$ cat src/rtl/alis_pkg.sv
// Shared types, widths and codes for the array list block.
`timescale 1ns / 1ps
package alis_pkg;

  localparam int CAPACITY_DEF   = 16;
  localparam int DATA_WIDTH_DEF = 32;

  localparam int ACTION_W = 2;
  localparam int POS_W    = 5;
  localparam int VALUE_W  = 32;
  localparam int STATUS_W = 2;
  localparam int COUNT_W  = 5;

  typedef enum logic [ACTION_W-1:0] {
    ACT_APPEND = 2'd0,
    ACT_INSERT = 2'd1,
    ACT_LOOKUP = 2'd2,
    ACT_NONE   = 2'd3
  } action_t;

  typedef enum logic [STATUS_W-1:0] {
    ST_OK    = 2'd0,
    ST_RANGE = 2'd1,
    ST_FULL  = 2'd2,
    ST_RSVD  = 2'd3
  } status_t;

  typedef struct packed {
    status_t              status;
    logic                 found;
    logic [COUNT_W-1:0]   count;
  } res_t;

endpackage

$ cat src/rtl/alis_if.sv
// Request and response channel interfaces of the array list block.
`timescale 1ns / 1ps
interface alis_in_if import alis_pkg::*; ();
  logic                valid;
  logic                ready;
  logic [ACTION_W-1:0] action;
  logic [POS_W-1:0]    position;
  logic [VALUE_W-1:0]  value;

  modport source (output valid, action, position, value, input ready);
  modport sink   (input valid, action, position, value, output ready);
endinterface

interface alis_out_if import alis_pkg::*; ();
  logic                valid;
  logic                ready;
  logic [STATUS_W-1:0] status;
  logic                found;
  logic [COUNT_W-1:0]  count;

  modport source (output valid, status, found, count, input ready);
  modport sink   (input valid, status, found, count, output ready);
endinterface

$ cat src/rtl/alis_mem.sv
// Entry storage: one write port, one read port with registered read data.
`timescale 1ns / 1ps
module alis_mem #(
  parameter int DEPTH  = 16,
  parameter int DATA_W = 32,
  parameter int AW     = 4
) (
  input  logic              clk,
  input  logic              we,
  input  logic [AW-1:0]     waddr,
  input  logic [DATA_W-1:0] wdata,
  input  logic [AW-1:0]     raddr,
  output logic [DATA_W-1:0] rdata
);

  logic [DATA_W-1:0] mem [DEPTH];
  logic [DATA_W-1:0] rdata_r;

  always_ff @(posedge clk) begin
    if (we) begin
      mem[waddr] <= wdata;
    end
  end

  always_ff @(posedge clk) begin
    rdata_r <= mem[raddr];
  end

  assign rdata = rdata_r;

endmodule

$ cat src/rtl/alis_ctrl.sv
// Request sequencer: append, shift-up insert and linear search over the entry memory.
`timescale 1ns / 1ps
module alis_ctrl import alis_pkg::*; #(
  parameter int CAPACITY   = CAPACITY_DEF,
  parameter int DATA_WIDTH = DATA_WIDTH_DEF
) (
  input  logic       clk,
  input  logic       rst_n,
  alis_in_if.sink    in_ch,
  output logic       res_valid,
  output res_t       res,
  input  logic       res_ready
);

  localparam int IDX_W = (CAPACITY > 1) ? $clog2(CAPACITY) : 1;
  localparam int CNT_W = $clog2(CAPACITY + 1);
  localparam int CMP_W = (CNT_W > POS_W) ? CNT_W : POS_W;

  typedef enum logic [6:0] {
    S_IDLE   = 7'b0000001,
    S_SHIFT  = 7'b0000010,
    S_SHLAST = 7'b0000100,
    S_INSERT = 7'b0001000,
    S_SEARCH = 7'b0010000,
    S_SRLAST = 7'b0100000,
    S_REPLY  = 7'b1000000
  } state_t;

  state_t                state_r, state_nxt;
  logic [CNT_W-1:0]      count_r, count_nxt;
  logic [IDX_W-1:0]      src_r, src_nxt;
  logic [IDX_W-1:0]      dst_r, dst_nxt;
  logic [IDX_W-1:0]      pos_r, pos_nxt;
  logic [DATA_WIDTH-1:0] val_r, val_nxt;
  logic                  pend_r, pend_nxt;
  logic                  hit_r, hit_nxt;
  status_t               status_r, status_nxt;

  logic                  we;
  logic [IDX_W-1:0]      waddr;
  logic [DATA_WIDTH-1:0] wdata;
  logic [IDX_W-1:0]      raddr;
  logic [DATA_WIDTH-1:0] rdata;

  logic                  full;
  logic                  beyond;
  logic                  at_end;
  logic [DATA_WIDTH-1:0] in_val;

  alis_mem #(
    .DEPTH  (CAPACITY),
    .DATA_W (DATA_WIDTH),
    .AW     (IDX_W)
  ) u_mem (
    .clk   (clk),
    .we    (we),
    .waddr (waddr),
    .wdata (wdata),
    .raddr (raddr),
    .rdata (rdata)
  );

  assign full   = (count_r == CNT_W'(CAPACITY));
  assign beyond = (CMP_W'(in_ch.position) > CMP_W'(count_r));
  assign at_end = (CMP_W'(in_ch.position) == CMP_W'(count_r));
  assign in_val = DATA_WIDTH'(in_ch.value);

  assign in_ch.ready = (state_r == S_IDLE);

  always_comb begin
    state_nxt  = state_r;
    count_nxt  = count_r;
    src_nxt    = src_r;
    dst_nxt    = dst_r;
    pos_nxt    = pos_r;
    val_nxt    = val_r;
    pend_nxt   = pend_r;
    hit_nxt    = hit_r;
    status_nxt = status_r;
    we         = 1'b0;
    waddr      = dst_r;
    wdata      = rdata;
    raddr      = src_r;
    res_valid  = 1'b0;

    case (state_r)
      S_IDLE: begin
        if (in_ch.valid) begin
          val_nxt    = in_val;
          hit_nxt    = 1'b0;
          status_nxt = ST_OK;
          pend_nxt   = 1'b0;
          state_nxt  = S_REPLY;
          case (action_t'(in_ch.action))
            ACT_APPEND: begin
              if (full) begin
                status_nxt = ST_FULL;
              end else begin
                we        = 1'b1;
                waddr     = IDX_W'(count_r);
                wdata     = in_val;
                count_nxt = CNT_W'(count_r + 1'b1);
              end
            end
            ACT_INSERT: begin
              if (beyond) begin
                status_nxt = ST_RANGE;
              end else if (full) begin
                status_nxt = ST_FULL;
              end else if (at_end) begin
                we        = 1'b1;
                waddr     = IDX_W'(count_r);
                wdata     = in_val;
                count_nxt = CNT_W'(count_r + 1'b1);
              end else begin
                src_nxt   = IDX_W'(count_r - 1'b1);
                pos_nxt   = IDX_W'(in_ch.position);
                state_nxt = S_SHIFT;
              end
            end
            ACT_LOOKUP: begin
              if (count_r != '0) begin
                src_nxt   = '0;
                state_nxt = S_SEARCH;
              end
            end
            default: begin
            end
          endcase
        end
      end

      S_SHIFT: begin
        // Read one entry below while the previous read lands one slot up.
        we       = pend_r;
        pend_nxt = 1'b1;
        dst_nxt  = IDX_W'(src_r + 1'b1);
        if (src_r == pos_r) begin
          state_nxt = S_SHLAST;
        end else begin
          src_nxt = IDX_W'(src_r - 1'b1);
        end
      end

      S_SHLAST: begin
        we        = 1'b1;
        state_nxt = S_INSERT;
      end

      S_INSERT: begin
        we        = 1'b1;
        waddr     = pos_r;
        wdata     = val_r;
        count_nxt = CNT_W'(count_r + 1'b1);
        state_nxt = S_REPLY;
      end

      S_SEARCH: begin
        if (pend_r && (rdata == val_r)) begin
          hit_nxt = 1'b1;
        end
        pend_nxt = 1'b1;
        if (src_r == IDX_W'(count_r - 1'b1)) begin
          state_nxt = S_SRLAST;
        end else begin
          src_nxt = IDX_W'(src_r + 1'b1);
        end
      end

      S_SRLAST: begin
        if (rdata == val_r) begin
          hit_nxt = 1'b1;
        end
        state_nxt = S_REPLY;
      end

      S_REPLY: begin
        res_valid = 1'b1;
        if (res_ready) begin
          state_nxt = S_IDLE;
        end
      end

      default: begin
        state_nxt = S_IDLE;
      end
    endcase
  end

  assign res.status = status_r;
  assign res.found  = hit_r;
  assign res.count  = COUNT_W'(count_r);

  always_ff @(posedge clk) begin
    if (!rst_n) begin
      state_r <= S_IDLE;
      count_r <= '0;
      pend_r  <= 1'b0;
    end else begin
      state_r <= state_nxt;
      count_r <= count_nxt;
      pend_r  <= pend_nxt;
    end
  end

  always_ff @(posedge clk) begin
    src_r    <= src_nxt;
    dst_r    <= dst_nxt;
    pos_r    <= pos_nxt;
    val_r    <= val_nxt;
    hit_r    <= hit_nxt;
    status_r <= status_nxt;
  end

endmodule

$ cat src/rtl/array_list_insert_search_top.sv
// Top level of the fixed-capacity array list: sequencer, entry memory and response register.
// Appends, end inserts, errors, unused actions and empty lookups go straight to the reply;
// other lookups first scan every entry, and other inserts first shift the entries at and
// above the position up by one slot.
// Throughput: one request at a time; a new request is taken only once the previous result is handed over.
// Reset (synchronous, active low) empties the list; no memory clearing pass runs.
`timescale 1ns / 1ps
module array_list_insert_search_top import alis_pkg::*; #(
  parameter int CAPACITY   = CAPACITY_DEF,
  parameter int DATA_WIDTH = DATA_WIDTH_DEF
) (
  input  logic       clk,
  input  logic       rst_n,
  alis_in_if.sink    in_ch,
  alis_out_if.source out_ch
);

  // Result handed over by the sequencer when it finishes a request.
  logic res_valid;
  logic res_ready;
  res_t res;

  // Response register. It parts the sequencer from the output side, so a
  // new request can be taken while the previous result still waits.
  logic out_valid_r, out_valid_nxt;
  res_t out_res_r;

  alis_ctrl #(
    .CAPACITY   (CAPACITY),
    .DATA_WIDTH (DATA_WIDTH)
  ) u_ctrl (
    .clk       (clk),
    .rst_n     (rst_n),
    .in_ch     (in_ch),
    .res_valid (res_valid),
    .res       (res),
    .res_ready (res_ready)
  );

  // The register takes a new result when it is empty or being drained.
  assign res_ready = !out_valid_r || out_ch.ready;

  always_comb begin
    out_valid_nxt = out_valid_r;
    if (res_valid && res_ready) begin
      out_valid_nxt = 1'b1;
    end else if (out_ch.ready) begin
      out_valid_nxt = 1'b0;
    end
  end

  always_ff @(posedge clk) begin
    if (!rst_n) begin
      out_valid_r <= 1'b0;
    end else begin
      out_valid_r <= out_valid_nxt;
    end
  end

  always_ff @(posedge clk) begin
    if (res_valid && res_ready) begin
      out_res_r <= res;
    end
  end

  assign out_ch.valid  = out_valid_r;
  assign out_ch.status = out_res_r.status;
  assign out_ch.found  = out_res_r.found;
  assign out_ch.count  = out_res_r.count;

`ifndef NO_ASSERTIONS
  // A request beat always starts work, so the sequencer is busy in the next cycle.
  a_busy_after_beat: assert property (@(posedge clk) disable iff (!rst_n)
    in_ch.valid && in_ch.ready |=> !in_ch.ready)
    else $error("request accepted twice in a row");

  // A full status is only reported when the list really holds CAPACITY entries.
  a_full_count: assert property (@(posedge clk) disable iff (!rst_n)
    res_valid && (res.status == ST_FULL) |-> (res.count == COUNT_W'(CAPACITY)))
    else $error("full status with a short list");

  // A failed request never reports a match.
  a_no_hit_on_error: assert property (@(posedge clk) disable iff (!rst_n)
    res_valid && (res.status != ST_OK) |-> !res.found)
    else $error("match reported on a failed request");

  // A result handed over fills the response register in the next cycle.
  a_result_lands: assert property (@(posedge clk) disable iff (!rst_n)
    res_valid && res_ready |=> out_ch.valid)
    else $error("result lost on its way to the response register");
`endif

endmodule
$ cat src/flat_wrapper.sv
// flat-port wrapper written by rule: the top's interface ports become plain ports
module array_list_insert_search_top_flat import alis_pkg::*;
#(
  parameter int CAPACITY   = CAPACITY_DEF,
  parameter int DATA_WIDTH = DATA_WIDTH_DEF
)
  (clk, rst_n, in_ch_valid, in_ch_action, in_ch_position, in_ch_value, in_ch_ready, out_ch_valid, out_ch_status, out_ch_found, out_ch_count, out_ch_ready);
  alis_in_if in_ch_i ();
  alis_out_if out_ch_i ();
  input  logic clk;
  input  logic rst_n;
  input wire logic [$bits(in_ch_i.valid)-1:0] in_ch_valid;
  input wire logic [$bits(in_ch_i.action)-1:0] in_ch_action;
  input wire logic [$bits(in_ch_i.position)-1:0] in_ch_position;
  input wire logic [$bits(in_ch_i.value)-1:0] in_ch_value;
  output wire logic [$bits(in_ch_i.ready)-1:0] in_ch_ready;
  output wire logic [$bits(out_ch_i.valid)-1:0] out_ch_valid;
  output wire logic [$bits(out_ch_i.status)-1:0] out_ch_status;
  output wire logic [$bits(out_ch_i.found)-1:0] out_ch_found;
  output wire logic [$bits(out_ch_i.count)-1:0] out_ch_count;
  input wire logic [$bits(out_ch_i.ready)-1:0] out_ch_ready;
  assign in_ch_i.valid = in_ch_valid;
  assign in_ch_i.action = in_ch_action;
  assign in_ch_i.position = in_ch_position;
  assign in_ch_i.value = in_ch_value;
  assign in_ch_ready = in_ch_i.ready;
  assign out_ch_valid = out_ch_i.valid;
  assign out_ch_status = out_ch_i.status;
  assign out_ch_found = out_ch_i.found;
  assign out_ch_count = out_ch_i.count;
  assign out_ch_i.ready = out_ch_ready;
  array_list_insert_search_top #(.CAPACITY(CAPACITY), .DATA_WIDTH(DATA_WIDTH)) u_core (.clk(clk), .rst_n(rst_n), .in_ch(in_ch_i), .out_ch(out_ch_i));
endmodule
$ cat config.mk
export PLATFORM = sky130hd
export DESIGN_NAME = array_list_insert_search_top_flat
export DESIGN_NICKNAME = d
export VERILOG_FILES = /design/src/rtl/alis_pkg.sv /design/src/rtl/alis_if.sv /design/src/rtl/alis_mem.sv /design/src/rtl/alis_ctrl.sv /design/src/rtl/array_list_insert_search_top.sv /design/src/flat_wrapper.sv
export SDC_FILE = /design/constraint.sdc
export NUM_CORES = 1
export LEC_CHECK = 0
export ABC_AREA = 1
export ABC_CLOCK_PERIOD_IN_PS = 6400
export BUFFER_PORTS_ARGS = -buffer_cell sky130_fd_sc_hd__buf_2
export CORE_ASPECT_RATIO = 1.5
export CORE_MARGIN = 1.5
export CORE_UTILIZATION = 55
export DETAILED_ROUTE_END_ITERATION = 6
export PLACE_DENSITY_LB_ADDON = 0.1
export SLEW_MARGIN = 25
export SYNTH_ARGS = -nofsm -noshare
export SYNTH_HDL_FRONTEND = slang
export SYNTH_HIERARCHICAL = 1
export SYNTH_SLANG_ARGS = --single-unit
export TNS_END_PERCENT = 100
$ cat constraint.sdc
create_clock -name clk -period 6.4 [get_ports clk]
set_input_delay 0.32 -clock clk [delete_from_list [all_inputs] [get_ports clk]]
set_output_delay 0.32 -clock clk [all_outputs]
set_load 0.02 [all_outputs]
==> results of run 1 <==
[metal layers]
layer / share of wire, % / wire, um
met5: 0 / 0
met4: 7.2 / 5590
met3: 6.5 / 5050
met2: 50 / 38400
met1: 36 / 28200
[worst max-delay path, delay by kind of cell, from the launching register on]
kind / cells / cell delay [ps]
fa+ha+maj: 1 / 310
compound gates: 1 / 500
simple gates: 8 / 2410
buf+inv: 3 / 490
flops: 1 / 540
[cells by family (layout without fill, tap and decap cells)]
logic type | after synthesis | after routing | synth area share, %
fa+ha+maj | 13 | 13 | 0.587
compound gates | 52 | 52 | 1.15
buf+inv | 590 | 685 | 9.33
simple gates | 1506 | 1506 | 23.2
other cells | 0 | 2 | 0
xor+xnor | 30 | 30 | 0.949
flops | 613 | 613 | 64.8
[power groups by stage]
stage / Combinational, uW / Clock, uW / Sequential [uW]
floorplan: 3260 / 0 / 5990
global placement: 5150 / 0 / 6090
detailed placement: 5260 / 0 / 6100
CTS: 5300 / 3520 / 6010
global route: 5690 / 3650 / 6050
finish: 5340 / 3460 / 6020
[area by class of cell]
class | count | area share (%)
clock buffer | 84 | 5.37
timing repair buffer | 116 | 3.76
sequential | 613 | 58.1
antenna | 2 | 0.0162
clock inverter | 21 | 0.806
multi-input combinational | 1601 | 23.6
tap | 663 | 2.68
inverter | 464 | 5.68
[flip-flops by register name, indices dropped and copies added, names as in the netlist, 4 cells and up]
signal / count
u_core/u_ctrl/count_r: 5
u_core/u_ctrl/u_mem/mem: 512
u_core/u_ctrl/val_r: 32
u_core/u_ctrl/raddr: 4
u_core/u_ctrl/state_r: 7
u_core/u_ctrl/dst_r: 4
u_core/u_ctrl/pos_r: 4
u_core/out_ch.count: 5
u_core/u_ctrl/u_mem/rdata: 32
[repair_timing]
action / 4_1_cts / 5_1_grt
gates resized for setup: 0 / 0
endpoints found under the hold margin: 38 / 0
hold buffers: 36 / 0
setup endpoints to repair: 0 / 0
[cell usage in the layout, fill, tap and decap left out, types with 3 or more instances in the layout]
master / count
clkbuf_16: 58
buf_2: 52
o22ai_1: 9
nor2_4: 24
o21ai_0: 9
nor3_1: 4
nand2_2: 9
ha_1: 13
dfxtp_1: 46
xor2_1: 7
dlygate4sd3_1: 36
nor2_1: 43
o21ai_1: 4
bufinv_16: 5
nand3_1: 468
buf_16: 14
inv_1: 447
clkinv_2: 13
buf_4: 10
a21oi_1: 13
a21o_1: 8
nand2_1: 937
inv_2: 13
edfxtp_1: 567
xnor2_1: 23
buf_12: 4
nand4_1: 9
nand3_4: 3
clkbuf_8: 11
clkbuf_1: 15
[worst max path at each step]
| stage | slack, ps | to | start |
|---|---|---|---|
| after floorplan | 2570 | u_core/u_ctrl/u_mem/mem[4][0] | u_core/u_ctrl/count_r[3] |
| after global placement | 1840 | u_core/u_ctrl/u_mem/mem[13][0] | u_core/u_ctrl/count_r[3] |
| after detailed placement | 1940 | u_core/u_ctrl/u_mem/mem[11][13] | u_core/u_ctrl/count_r[3] |
| after CTS | 1930 | u_core/u_ctrl/u_mem/mem[11][1] | u_core/u_ctrl/count_r[3] |
| after global routing | 1730 | u_core/u_ctrl/u_mem/mem[13][10] | u_core/u_ctrl/count_r[2] |
| final | 1860 | u_core/u_ctrl/u_mem/mem[13][6] | u_core/u_ctrl/count_r[3] |
[metrics by stage]
step	power [uW]	util, %	area, um^2	std cells	setup slack, ps
2_1_floorplan	9250	-	27700	2804	2570
3_3_place_gp	11200	56.7	28200	3404	1840
3_5_place_dp	11400	57.5	28600	3419	1940
4_1_cts	14800	62.1	30800	3560	1930
5_1_grt	15400	62.2	30900	3562	1730
6_report	14800	62.2	30900	3564	1860
==> results.md, run 1 <==
* Final ANT Viol Nets at 0
* FF-to-FF path depth at 13
* Wire length per cell at 21.7 um
* FF/Latch Area at ~18000 um^2
* R2R setup slack at 1860 ps
* Critical Path Max Stage Delay at 700 ps
* Worst Path Required at 6730 ps
* Most frequent CP cell: nand2_1
* Boundary Pins at 53
* Yosys warnings at 6
* Worst R2R Start: u_core/u_ctrl/count_r[3]
* Global Route Usage Sum at 30.1%
* Worst Path Arrival at 4870 ps
* Clk root buf: clkbuf_16
* Maxcap violations at 0
* Pin count of the biggest net entering global routing at 184
* Fraction of registers with async set/reset at 0%
* Mapped Cells at 2804
* Layout area overhead at 11.6%
* # H-tree levels at 2
* DRT iter0 DRCs at roughly 2000
* WS Path Type: flop to flop
* Minimum clock period at 4540 ps
* PwrDens at about 480 nW/um^2
* Synth cell count leaders: 937 x nand2_1, 567 x edfxtp_1, 468 x nand3_1
* Comb power frac at 36.0%
* Post-synthesis sequential area ratio at 64.8%
* Filler Cells Inserted at 4054
* Fmax at ~0.22 GHz
* # rows at 100
* Crit-path slowest cell: nor2_4
* Min-Delay Endpoint: u_core/u_ctrl/val_r[21]
* Measured slew at the worst slew-check pin at 1040 ps
* CTS clk-pin slew, worst paths at 70 ps
* Layout cells sized above 1 at 7.90%
* Global-route wire length before repair at 112 mm
* # port buffers at 52
* Vias in the first global route at 18100
* Hold_ws at 22.0 ps
* Sequential share of power at 40.6%
* RSZ-0062 raised after global routing: false
* CP max FO at 33
* Multi-input combinational cell area at 7290 um^2
* Die height at approximately 280 um
* Final wirelength at roughly 77 mm
* Skew final at 23.2 ps
* Yosys cell types at approximately 40
* DRC Markers at 0
* Die area at 51700 um^2
* Cell-internal power at 8930 uW
* Leakage at 0.0133 uW
* Post-synth EDFFs at ~570
* GP Congestion at 0.924
* Fin crit share at 70.9%
* Worst hold path type: input port to flop
* R2r endpoint: u_core/u_ctrl/u_mem/mem[13][6]
* Slew headroom at between 30% and 40%
* Predominant post-synthesis flop cell: edfxtp_1
* Cell breakdown of the critical path: inv_1, ha_1, nand2_1, inv_2, nand2_1, nor2_4, nand3_2, nand2_2, nand2_1, o21ai_0, nand3_1, nor2_4, buf_16
* Met2 Use GR at 51.0%
* Slew Viols, Final at 0
* Initial core utilization at 55.7%
* Endpoint type of the worst setup path: flop
* Vias at between 15000 and 20000
* Vias per inst at 5.46
* Core area at 49700 um^2
* Met3 global-route usage at 3.66%
* Max clock buf depth at 3
* Met1 Use GR at between 30% and 40%
* Syn Area/Cell at 9.88 um^2
* Final TNS setup at 0 ps
* Initial antenna violation count at 1
* Final net count at 2908
* Final Setup Violations at 0
* Clk_lat worst skew at about 630 ps
* CP startpoint kind: flop
* Mapped Area at 27700 um^2
* Outcome: completed
* Postcts setup bufs at 0
* Share of the synthesized area in the top cell type at around three fifths
* CTS tree: built
* Depth of the worst hold-timing path at 1
* Psw at between 5000 and 6000 uW
* CTS Sinks at 613
* Switching share of total power at 39.8%
* DIE WIDTH at approximately 190 um
* Syn nets at 2860
* Grt peak-use layer: met2
* Clock network power share at 23.3%
* Final Hold Vio Count at 0
* Cts bufs inserted at 56
* Top-count cell post-synth: nand2_1
* Largest area contributor in the netlist: edfxtp_1
* Ranking of synthesized cells by area: edfxtp_1 61%, nand2_1 13%, nand3_1 8.5%
* Drt first pass iters at 6
* Seq cells post-synth at 613
* Hold Startpoint: in_ch_value[21]
* Total grt overflow at 0
* Worst-case vdd ir drop at about 0.0003 V
* Detailed Place HPWL at 49.0 mm
Note: power is estimated with default switching activity, not from simulation.
==> run 2: changes to the inputs <==
--- a/config.mk
+++ b/config.mk
@@ -6,7 +6,7 @@
 export NUM_CORES = 1
 export LEC_CHECK = 0
 export ABC_AREA = 1
-export ABC_CLOCK_PERIOD_IN_PS = 6400
+export ABC_CLOCK_PERIOD_IN_PS = 4400
 export BUFFER_PORTS_ARGS = -buffer_cell sky130_fd_sc_hd__buf_2
 export CORE_ASPECT_RATIO = 1.5
 export CORE_MARGIN = 1.5
==> constraint.sdc (replaced) <==
create_clock -name clk -period 4.4 [get_ports clk]
set_input_delay 0.22 -clock clk [delete_from_list [all_inputs] [get_ports clk]]
set_output_delay 0.22 -clock clk [all_outputs]
set_load 0.02 [all_outputs]
==> results.md, run 2 (synthesis gave the netlist of run 1 again) <==
* Outcome: finished, violations left
* Failing checks: DRC
* PwrDens at 679 nW/um^2 (+41%)
* CP startpoint kind: flop
* Cell breakdown of the critical path: inv_1, ha_1, nand2_1, inv_2, nand2_1, nor2_4, nand3_2, nand2_2, nand2_1, o21ai_0, nand3_1, nor2_4, buf_12
* Endpoint type of the worst setup path: flop
* Dpl cells at 3437 (+0.53%)
* CTS clk-pin slew, worst paths at 60 ps (about the same)
* Worst Path Arrival at 3950 ps (-920 ps)
* Hold Startpoint: in_ch_valid
* Pin count of the biggest net entering global routing at 200 (+8.7%)
* Slew headroom at 24.4% (-6.1 points)
* Worst Path Required at 4670 ps (-2060 ps)
* Comb power frac at 34.1% (-1.9 points)
* Drt first pass iters at 7 (+1)
* Sequential share of power at 41.9% (+1.3 points)
* Final instance area at 30800 um^2 (-0.34%)
* Vias at 19400 (-0.41%)
* Boundary Pins at 53 (unchanged)
* Final TNS setup at 0 ps (unchanged)
* Worst-case vdd ir drop at 0.000442 V (+44%)
* # H-tree levels at 2 (unchanged)
* Layout cells sized above 1 at 8.01% (+0.11 points)
* # diodes at 0 (-2)
* Post-Place Worst Slack at 818 ps (-1130 ps)
* Most frequent CP cell: nand2_1
* Final setup margin at 728 ps (-1130 ps)
* Slew Viols, Final at 0 (unchanged)
* Placed cell areas at 28500 um^2 (-0.22%)
* Critical Path Max Stage Delay at 590 ps (-110 ps)
* Minimum clock period at 3670 ps (-869 ps)
* Most frequent cells in the layout: 937 x nand2_1, 567 x edfxtp_1, 468 x nand3_1
* Global-route wire length before repair at 109 mm (-3.1%)
* Fmax at 0.272 GHz (+24%)
* R2r endpoint: u_core/u_ctrl/u_mem/mem[15][22]
* DIE WIDTH at 186 um (unchanged)
* # rows at 100 (unchanged)
* GP Congestion at 0.848 (-8.2%)
* WS Path Type: flop to flop
* Final Setup Violations at 0 (unchanged)
* Maxcap violations at 0 (unchanged)
* CTS Sinks at 613 (unchanged)
* Fin crit share at 83.4% (+13 points)
* # port buffers at 52 (unchanged)
* DRC Markers at 5 (+5)
* Cell-internal power at 13000 uW (+46%)
* Clk root buf: clkbuf_16
* Initial antenna violation count at 0 (-1)
* Final Hold Vio Count at 0 (unchanged)
* Psw at 7900 uW (+34%)
* Switching share of total power at 37.8% (-2.0 points)
* Core area at 49700 um^2 (unchanged)
* R2R setup slack at 730 ps (-1130 ps)
* Cts bufs inserted at 57 (+1.8%)
* Die height at 278 um (unchanged)
* Leakage at 0.0133 uW (about the same)
* Clk_lat worst skew at 600 ps (-30 ps)
* Layout area overhead at 11.2%
* Total grt overflow at 0 (unchanged)
* CP max FO at 21 (-36%)
* Clock network power share at 24.0% (+0.7 points)
* Max clock buf depth at 3 (unchanged)
* Final net count at 2928 (+0.69%)
* Worst hold path type: input port to flop
* Most common cell after layout, fill and taps aside: nand2_1
* Final wirelength at 71.4 mm (-7.5%)
* Detailed Place HPWL at 41.6 mm (-15%)
* Depth of the worst hold-timing path at 6 (+5)
* RSZ-0062 raised after global routing: false
* Crit-path slowest cell: nor2_4
* Skew final at 23.4 ps (+0.226 ps)
* Max reg flops at 512 (unchanged)
* Min-Delay Endpoint: u_core/u_ctrl/pend_r
* Final ANT Viol Nets at 0 (unchanged)
* Vias in the first global route at 18700 (+3.3%)
* Wire length per cell at 19.9 um (-8.0%)
* FF-to-FF path depth at 13 (unchanged)
* Die area at 51700 um^2 (unchanged)
* Reg with most FFs: u_core/u_ctrl/u_mem/mem
* Global Route Usage Sum at 28.3% (-1.8 points)
* Initial core utilization at 55.7% (unchanged)
* DRT iter0 DRCs at 1758 (-13%)
* Worst R2R Start: u_core/u_ctrl/count_r[4]
* Vias per inst at 5.41 (-0.93%)
* Layout Cells excl Fill at 3583 (+0.53%)
* CTS tree: built
* Design Power at 20900 uW (+41%)
* Measured slew at the worst slew-check pin at 1130 ps (+93.8 ps)
-- run 2: cell count changes in the layout (fill, tap and decap cells not counted), moves of 4 or more --
cell / delta
clkinv_1: +8
buf_16: -14
clkinv_2: -5
clkbuf_1: +6
clkbuf_8: -10
buf_4: +26
buf_12: +4
-- run 2: how the worst max path moves through the flow --
| stage | end | slack, ps | startpoint | cells past startpoint |
|---|---|---|---|---|
| 3_5_place_dp | u_core/u_ctrl/u_mem/mem[8][21] | 820 | u_core/u_ctrl/count_r[2] | 12 |
| 4_1_cts | u_core/u_ctrl/u_mem/mem[8][25] | 800 | u_core/u_ctrl/count_r[4] | 13 |
| 6_report | u_core/u_ctrl/u_mem/mem[15][22] | 730 | u_core/u_ctrl/count_r[4] | 13 |
| 2_1_floorplan | u_core/u_ctrl/u_mem/mem[4][0] | 570 | u_core/u_ctrl/count_r[3] | 16 |
| 5_1_grt | u_core/u_ctrl/u_mem/mem[14][25] | 520 | u_core/u_ctrl/count_r[4] | 13 |
| 3_3_place_gp | u_core/u_ctrl/u_mem/mem[8][21] | 930 | u_core/u_ctrl/count_r[4] | 16 |
-- run 2: final cells by class --
| cell class | count | area [um^2] |
|---|---|---|
| Clock buffer | 80 | 1540 |
| Clock inverter | 27 | 343 |
| Fill cell | 4013 | 18900 |
| Inverter | 464 | 1750 |
| Multi-Input combinational cell | 1601 | 7300 |
| Sequential cell | 613 | 17900 |
| Tap cell | 663 | 830 |
| Timing Repair Buffer | 135 | 1080 |
-- run 2: timing repair --
action	4_1_cts	5_1_grt
setup buffers	0	0
resized for setup	0	0
setup endpoints to repair	0	0
hold buffers	39	0
endpoints found under the hold margin	43	0
-- run 2: power groups by stage --
stage          sequential [uW]  clock [uW]  combinational (uW)
2_1_floorplan             8720           0                4740
6_report                  8760        5010                7130
4_1_cts                   8750        5090                7130
5_1_grt                   8810        5290                7820
3_3_place_gp              8860           0                6930
3_5_place_dp              8870           0                7070
-- run 2: through the flow --
stage | utilization, % | hold WS [ps]
2_1_floorplan | - | 304
3_3_place_gp | 57.4 | 401
3_5_place_dp | 57.4 | 405
4_1_cts | 62.0 | 212
5_1_grt | 62.0 | 272
6_report | 62.0 | 251
-- run 2: critical path, delay by kind of cell (launching register included) --
kind            cells  cell delay (ps)
flops               1              400
compound gates      1              500
fa+ha+maj           1              320
buf+inv             3              490
simple gates        8             1630
-- run 2: routing by layer --
metal  routed length, um  track usage [%]
met1               28000             36.3
met2               36200             48.8
met3                4210             2.99
met4                3000             11.7
met5                   0                0
